===== config.mk =====
export PLATFORM = sky130hd
export DESIGN_NAME = chse_isqrt
export DESIGN_NICKNAME = d
export VERILOG_FILES = /design/src/rtl/chse_pkg.sv /design/src/rtl/chse_isqrt.sv
export SDC_FILE = /design/constraint.sdc
export NUM_CORES = 2
export LEC_CHECK = 0
export ABC_AREA = 0
export BUFFER_PORTS_ARGS = -buffer_cell sky130_fd_sc_hd__buf_4
export CAP_MARGIN = 20
export CORE_UTILIZATION = 55
export DETAILED_ROUTE_END_ITERATION = 6
export GPL_TIMING_DRIVEN = 0
export MAX_ROUTING_LAYER = met4
export PLACE_DENSITY = 0.71
export SETUP_SLACK_MARGIN = 0.2
export SLEW_MARGIN = 25
export SYNTH_ARGS = -nofsm -noshare
export SYNTH_HDL_FRONTEND = slang
export SYNTH_SLANG_ARGS = --single-unit

===== constraint.sdc =====
create_clock -name clk -period 7.7 [get_ports clk]
set_input_delay 1.155 -clock clk [delete_from_list [all_inputs] [get_ports clk]]
set_output_delay 1.155 -clock clk [all_outputs]
set_load 0.02 [all_outputs]

===== src/rtl/chse_pkg.sv =====
package chse_pkg;

    // Coordinate and parameter formats.
    localparam int COORD_W   = 21;
    localparam int CFG_W     = 63;
    localparam int CFG_IDX_W = 3;
    localparam int T_FRAC    = 16;
    localparam int T_W       = T_FRAC + 1;

    // Hermite coefficient width: covers six times the largest cubic coefficient.
    localparam int COEF_W = 27;
    localparam int PROD_W = COEF_W + T_W + 1;
    localparam int ACC_W  = PROD_W + 3;
    localparam int VAL_W  = 32;
    localparam int ARC_W  = 31;

    // A tangent component always fits in SLOPE_W signed bits.
    localparam int SLOPE_W = 27;
    localparam int SQ_W    = 2 * SLOPE_W;
    localparam int ROOT_W  = SQ_W / 2;

    localparam int NODES    = 5;
    localparam int AXES     = 3;
    localparam int Q_FRAC   = 30;
    localparam int EVAL_LAT = 4;

    localparam logic [T_W-1:0]    T_ONE    = T_W'(1) << T_FRAC;
    localparam logic [T_W-1:0]    T_HALF   = T_W'(1) << (T_FRAC - 1);
    localparam logic [Q_FRAC-1:0] Q30_HALF = Q_FRAC'(1) << (Q_FRAC - 1);

    // Register indexes of the configuration port.
    localparam logic [CFG_IDX_W-1:0] REG_START_POS = 3'd0;
    localparam logic [CFG_IDX_W-1:0] REG_END_POS   = 3'd1;
    localparam logic [CFG_IDX_W-1:0] REG_START_TAN = 3'd2;
    localparam logic [CFG_IDX_W-1:0] REG_END_TAN   = 3'd3;

    // Commands.
    localparam logic CMD_DERIV = 1'b0;
    localparam logic CMD_ARC   = 1'b1;

    // Derivative orders.
    localparam logic [2:0] ORD_POSITION = 3'd0;
    localparam logic [2:0] ORD_VELOCITY = 3'd1;
    localparam logic [2:0] ORD_ACCEL    = 3'd2;
    localparam logic [2:0] ORD_JERK     = 3'd3;

    // Gauss-Legendre nodes on [0,1] and weights, Q0.30.
    localparam logic [NODES-1:0][Q_FRAC-1:0] NODE_Q30 = {
        30'd1023372512, 30'd50369312, 30'd825959422, 30'd247782402, 30'd536870912
    };
    localparam logic [NODES-1:0][Q_FRAC-1:0] WEIGHT_Q30 = {
        30'd127199153, 30'd127199153, 30'd256961811, 30'd256961811, 30'd305419897
    };

    typedef struct packed {
        logic           cmd;
        logic [2:0]     order;
        logic [T_W-1:0] t;
    } item_t;

    typedef struct packed {
        logic signed [VAL_W-1:0] x_value;
        logic signed [VAL_W-1:0] y_value;
        logic signed [VAL_W-1:0] z_value;
        logic [ARC_W-1:0]        path_len;
        logic                    out_of_range;
    } result_t;

    typedef struct packed {
        logic signed [COEF_W-1:0] a;
        logic signed [COEF_W-1:0] a3;
        logic signed [COEF_W-1:0] a6;
        logic signed [COEF_W-1:0] b;
        logic signed [COEF_W-1:0] b2;
        logic signed [COEF_W-1:0] c;
        logic signed [COEF_W-1:0] d;
    } coef_t;

endpackage


===== src/rtl/chse_isqrt.sv =====
module chse_isqrt (
    input  logic                        clk,
    input  logic [chse_pkg::SQ_W-1:0]   radicand,
    output logic [chse_pkg::ROOT_W-1:0] root
);

    localparam int RW    = chse_pkg::ROOT_W;
    localparam int SW    = chse_pkg::SQ_W;
    localparam int REM_W = RW + 2;
    localparam int TRY_W = REM_W + 2;

    logic [SW-1:0]    rad_reg  [RW];
    logic [REM_W-1:0] rem_reg  [RW];
    logic [RW-1:0]    root_reg [RW];
    logic [SW-1:0]    rad_next  [RW];
    logic [REM_W-1:0] rem_next  [RW];
    logic [RW-1:0]    root_next [RW];

    // One result bit per stage: bring down two radicand bits and try root*4+1.
    always_comb
    begin : digit_stages
        logic [SW-1:0]    rad_in;
        logic [REM_W-1:0] rem_in;
        logic [RW-1:0]    root_in;
        logic [TRY_W-1:0] rem_sh;
        logic [TRY_W-1:0] trial;
        for (int s = 0; s < RW; s++)
        begin
            if (s == 0)
            begin
                rad_in  = radicand;
                rem_in  = '0;
                root_in = '0;
            end
            else
            begin
                rad_in  = rad_reg[s-1];
                rem_in  = rem_reg[s-1];
                root_in = root_reg[s-1];
            end
            rem_sh = {rem_in, rad_in[SW-1 -: 2]};
            trial  = TRY_W'({root_in, 2'b01});
            if (rem_sh >= trial)
            begin
                rem_next[s]  = REM_W'(rem_sh - trial);
                root_next[s] = {root_in[RW-2:0], 1'b1};
            end
            else
            begin
                rem_next[s]  = REM_W'(rem_sh);
                root_next[s] = {root_in[RW-2:0], 1'b0};
            end
            rad_next[s] = rad_in << 2;
        end
    end

    always_ff @(posedge clk)
    begin
        for (int s = 0; s < RW; s++)
        begin
            rad_reg[s]  <= rad_next[s];
            rem_reg[s]  <= rem_next[s];
            root_reg[s] <= root_next[s];
        end
    end

    assign root = root_reg[RW-1];

endmodule


==> out/results.txt <==
status: finished, final reports clean
ys async rst share: 0%
# rows: 126
antenna violations before repair: 3
H-tree depth: 4
wirelength, routed: 138100 um
CP Cell Sequence: inv_1, ha_1, nand4_1, or4_1, o31ai_1, nor2_1, a21oi_1, clkbuf_1, clkbuf_1, a21oi_1
Skew-Pair Late Insertion Delay: 0.81 ns
Clock Path Buffers: 3
switch share: 27.76%
most frequent cells in the layout: dfxtp_1, inv_1, nand2_1
Clock Power Share: 35.8%
drt wl/cell: 16.49 um
Placer Congestion: 0.9359
Yosys reg bits: 1794
Cells after Synth: 6441
unrepaired setup endpoints after global routing: no
max-cap violations: 0
DP HPWL: 103900 um
Initial Util: 55.53%
Critical Path AT: 4.92 ns
Comb pwr share: 15.6%
synth unique cells: 96
slowest stage delay, CP: 0.70 ns
Clock Pin Slew Worst Setup and Hold Paths: 0.06 ns
number of flip-flops in the largest register: 714
Iter 0 DRT Violations: 3190
Final Slew Violations: 0
Buf+Inv Stages, Crit Path: 3
Hold Vio Cnt, Final: 0
CP delay by family, top: buffers and inverters
leakage power: 34.92 nW
cell total after placement: 8058
post-CTS sizing: 0
setup ws final: 3.416 ns
Die Ht: 347.3 um
Fillers: 9731
crit end category: flip-flop
CTS Sinks: 1794
Crit Path Max Fanout: 10
CP startpoint kind: flip-flop
Hold Path Class: reg -> reg
Area growth syn-to-layout: 13.11%
slew of the pin with the lowest slew margin: 1.037 ns
clk root buf: clkbuf_16
fmax: 233.4 MHz
num ports: 82
YS warnings: 0
setup repair bufs after CTS: 0
Sw Pwr: 6.787 mW
setup TNS: 0 ns
fin crit share: 55.64%
Min Hold Slack: 0.3139 ns
endpoints failing setup: 0
slowest cell on the critical path: a21oi_1
layout net count: 7159
number of global-route vias before repair: 42630
sequential power share: 48.6%
Synth Area per Inst: 10.18 um2
DRC: 0
Overflow after GRT: 0
worst path required time: 8.33 ns
Slew headroom: 30.28%
CTS buffer count: 173
routed vias: 44910
CTS tree: built
commonest non-fill, non-tap cell in the layout: dfxtp_1
Port-buffer cells: 81
final clock skew: 0.03682 ns
sequential area share after synthesis: 54.77%
drt pass-1 iters: 6
DR vias/cell: 5.362
peak supply drop: 0.0002509 V
first-pass GRT wire length: 221500 um
power per cell area: 329.6 nW/um2
critical path type: reg -> reg
antenna cell count: 0
Int Pwr: 17.66 mW
Top FF cell, synth: dfxtp_1
die area: 120600 um2
Post-Syn Area: 65570 um2
min cycle time layout: 4.284 ns
Non-Filler Instances: 8376
number of synthesized flops with an enable pin: 0
Post-Place Setup Slack: 3.466 ns
share of layout cells above drive strength 1: 7.164%
Tot GR Track Use: 23.34%
post-route ant nets: 0
post-synth net total: 6903
largest net degree at the start of global routing: 17
cts hold-fix bufs: 0
core area: 118100 um2
Die W: 347.3 um
cells in the mapped netlist (all sizes together), types with 21 or more instances:
cell | number | share of area (%)
buf | 24 | 0.18
dfxtp | 1794 | 55
o211ai | 21 | 0.25
nand2 | 504 | 2.9
and3 | 34 | 0.32
nor4 | 96 | 0.98
nand3 | 95 | 0.73
or3 | 61 | 0.58
nand2b | 81 | 0.77
nor2b | 60 | 0.57
o21ai | 369 | 2.8
xor2 | 276 | 3.7
o21bai | 43 | 0.49
xnor2 | 302 | 4.0
or2 | 25 | 0.24
nand3b | 29 | 0.36
or4 | 58 | 0.68
a211oi | 32 | 0.37
ha | 407 | 7.8
a21oi | 334 | 2.5
clkbuf | 93 | 0.53
mux2 | 37 | 0.64
a31oi | 33 | 0.31
nor2 | 344 | 2.0
nand4 | 69 | 0.66
o21a | 92 | 1.1
o31ai | 49 | 0.56
nor3 | 161 | 1.2
a21o | 165 | 1.9
a21boi | 28 | 0.32
inv | 514 | 2.9
power groups by stage:
stage          logic (mW)  clock network [mW]  registers, mW
4_1_cts              3.80                8.97           11.9
2_1_floorplan        2.96                   0           11.7
6_report             3.81                8.74           11.9
3_3_place_gp         3.71                   0           12.1
5_1_grt              4.26                9.38           12.1
3_5_place_dp         3.76                   0           12.1
final timing paths:
kind | from | end | slack [ns] | cells past startpoint
setup reg to reg | root_reg[1][144] | rem_reg[1][190] | 3.42 | 10
setup / recovery | root_reg[1][144] | rem_reg[1][190] | 3.42 | 10
hold reg to reg | rad_reg[0][225] | rad_reg[0][279] | 0.31 | 0
hold / removal | rad_reg[0][225] | rad_reg[0][279] | 0.31 | 0
routing by layer:
layer / vias up / share of wire, % / GRT usage, %
met5: - / 0 / -
met4: 0 / 2.3 / 6.980
met3: 237 / 5.1 / 3.755
met1: 21010 / 48 / 31.76
met2: 1059 / 45 / 35.68
li1: 22610 / - / -
area by class of cell:
cell class	instances	area (um2)	share of cell area, %
clock inverter	84	1181	1.592
tap	1536	1922	2.591
buffer	117	469.2	0.6326
timing repair buffer	81	608.1	0.8199
inverter	515	1933	2.606
multi-input combinational	4015	27270	36.77
sequential	1794	35910	48.42
clock buffer	234	4870	6.566
cells by family (layout without fill, tap and decap cells):
kind of cell,Yosys count,after routing,synth area share (%)
xor gates and xnor gates,578,578,7.720
adders and majority gates,407,407,7.766
and+or+nand+nor,1686,1686,12.89
AOI/OAI and AO/OA,1296,1296,12.40
muxes,47,47,0.7881
buffers and inverters,632,1031,3.664
DFF,1794,1794,54.77
other,1,1,0.005719
metrics by stage:
stage	instance area (um2)	util (%)	power, mW
2_1_floorplan	65570	-	14.66
3_3_place_gp	68100	57.67	15.77
3_5_place_dp	68110	57.68	15.84
4_1_cts	74160	62.80	24.66
5_1_grt	74170	62.81	25.70
6_report	74170	62.81	24.45
Power figures use the tool's default switching activity.
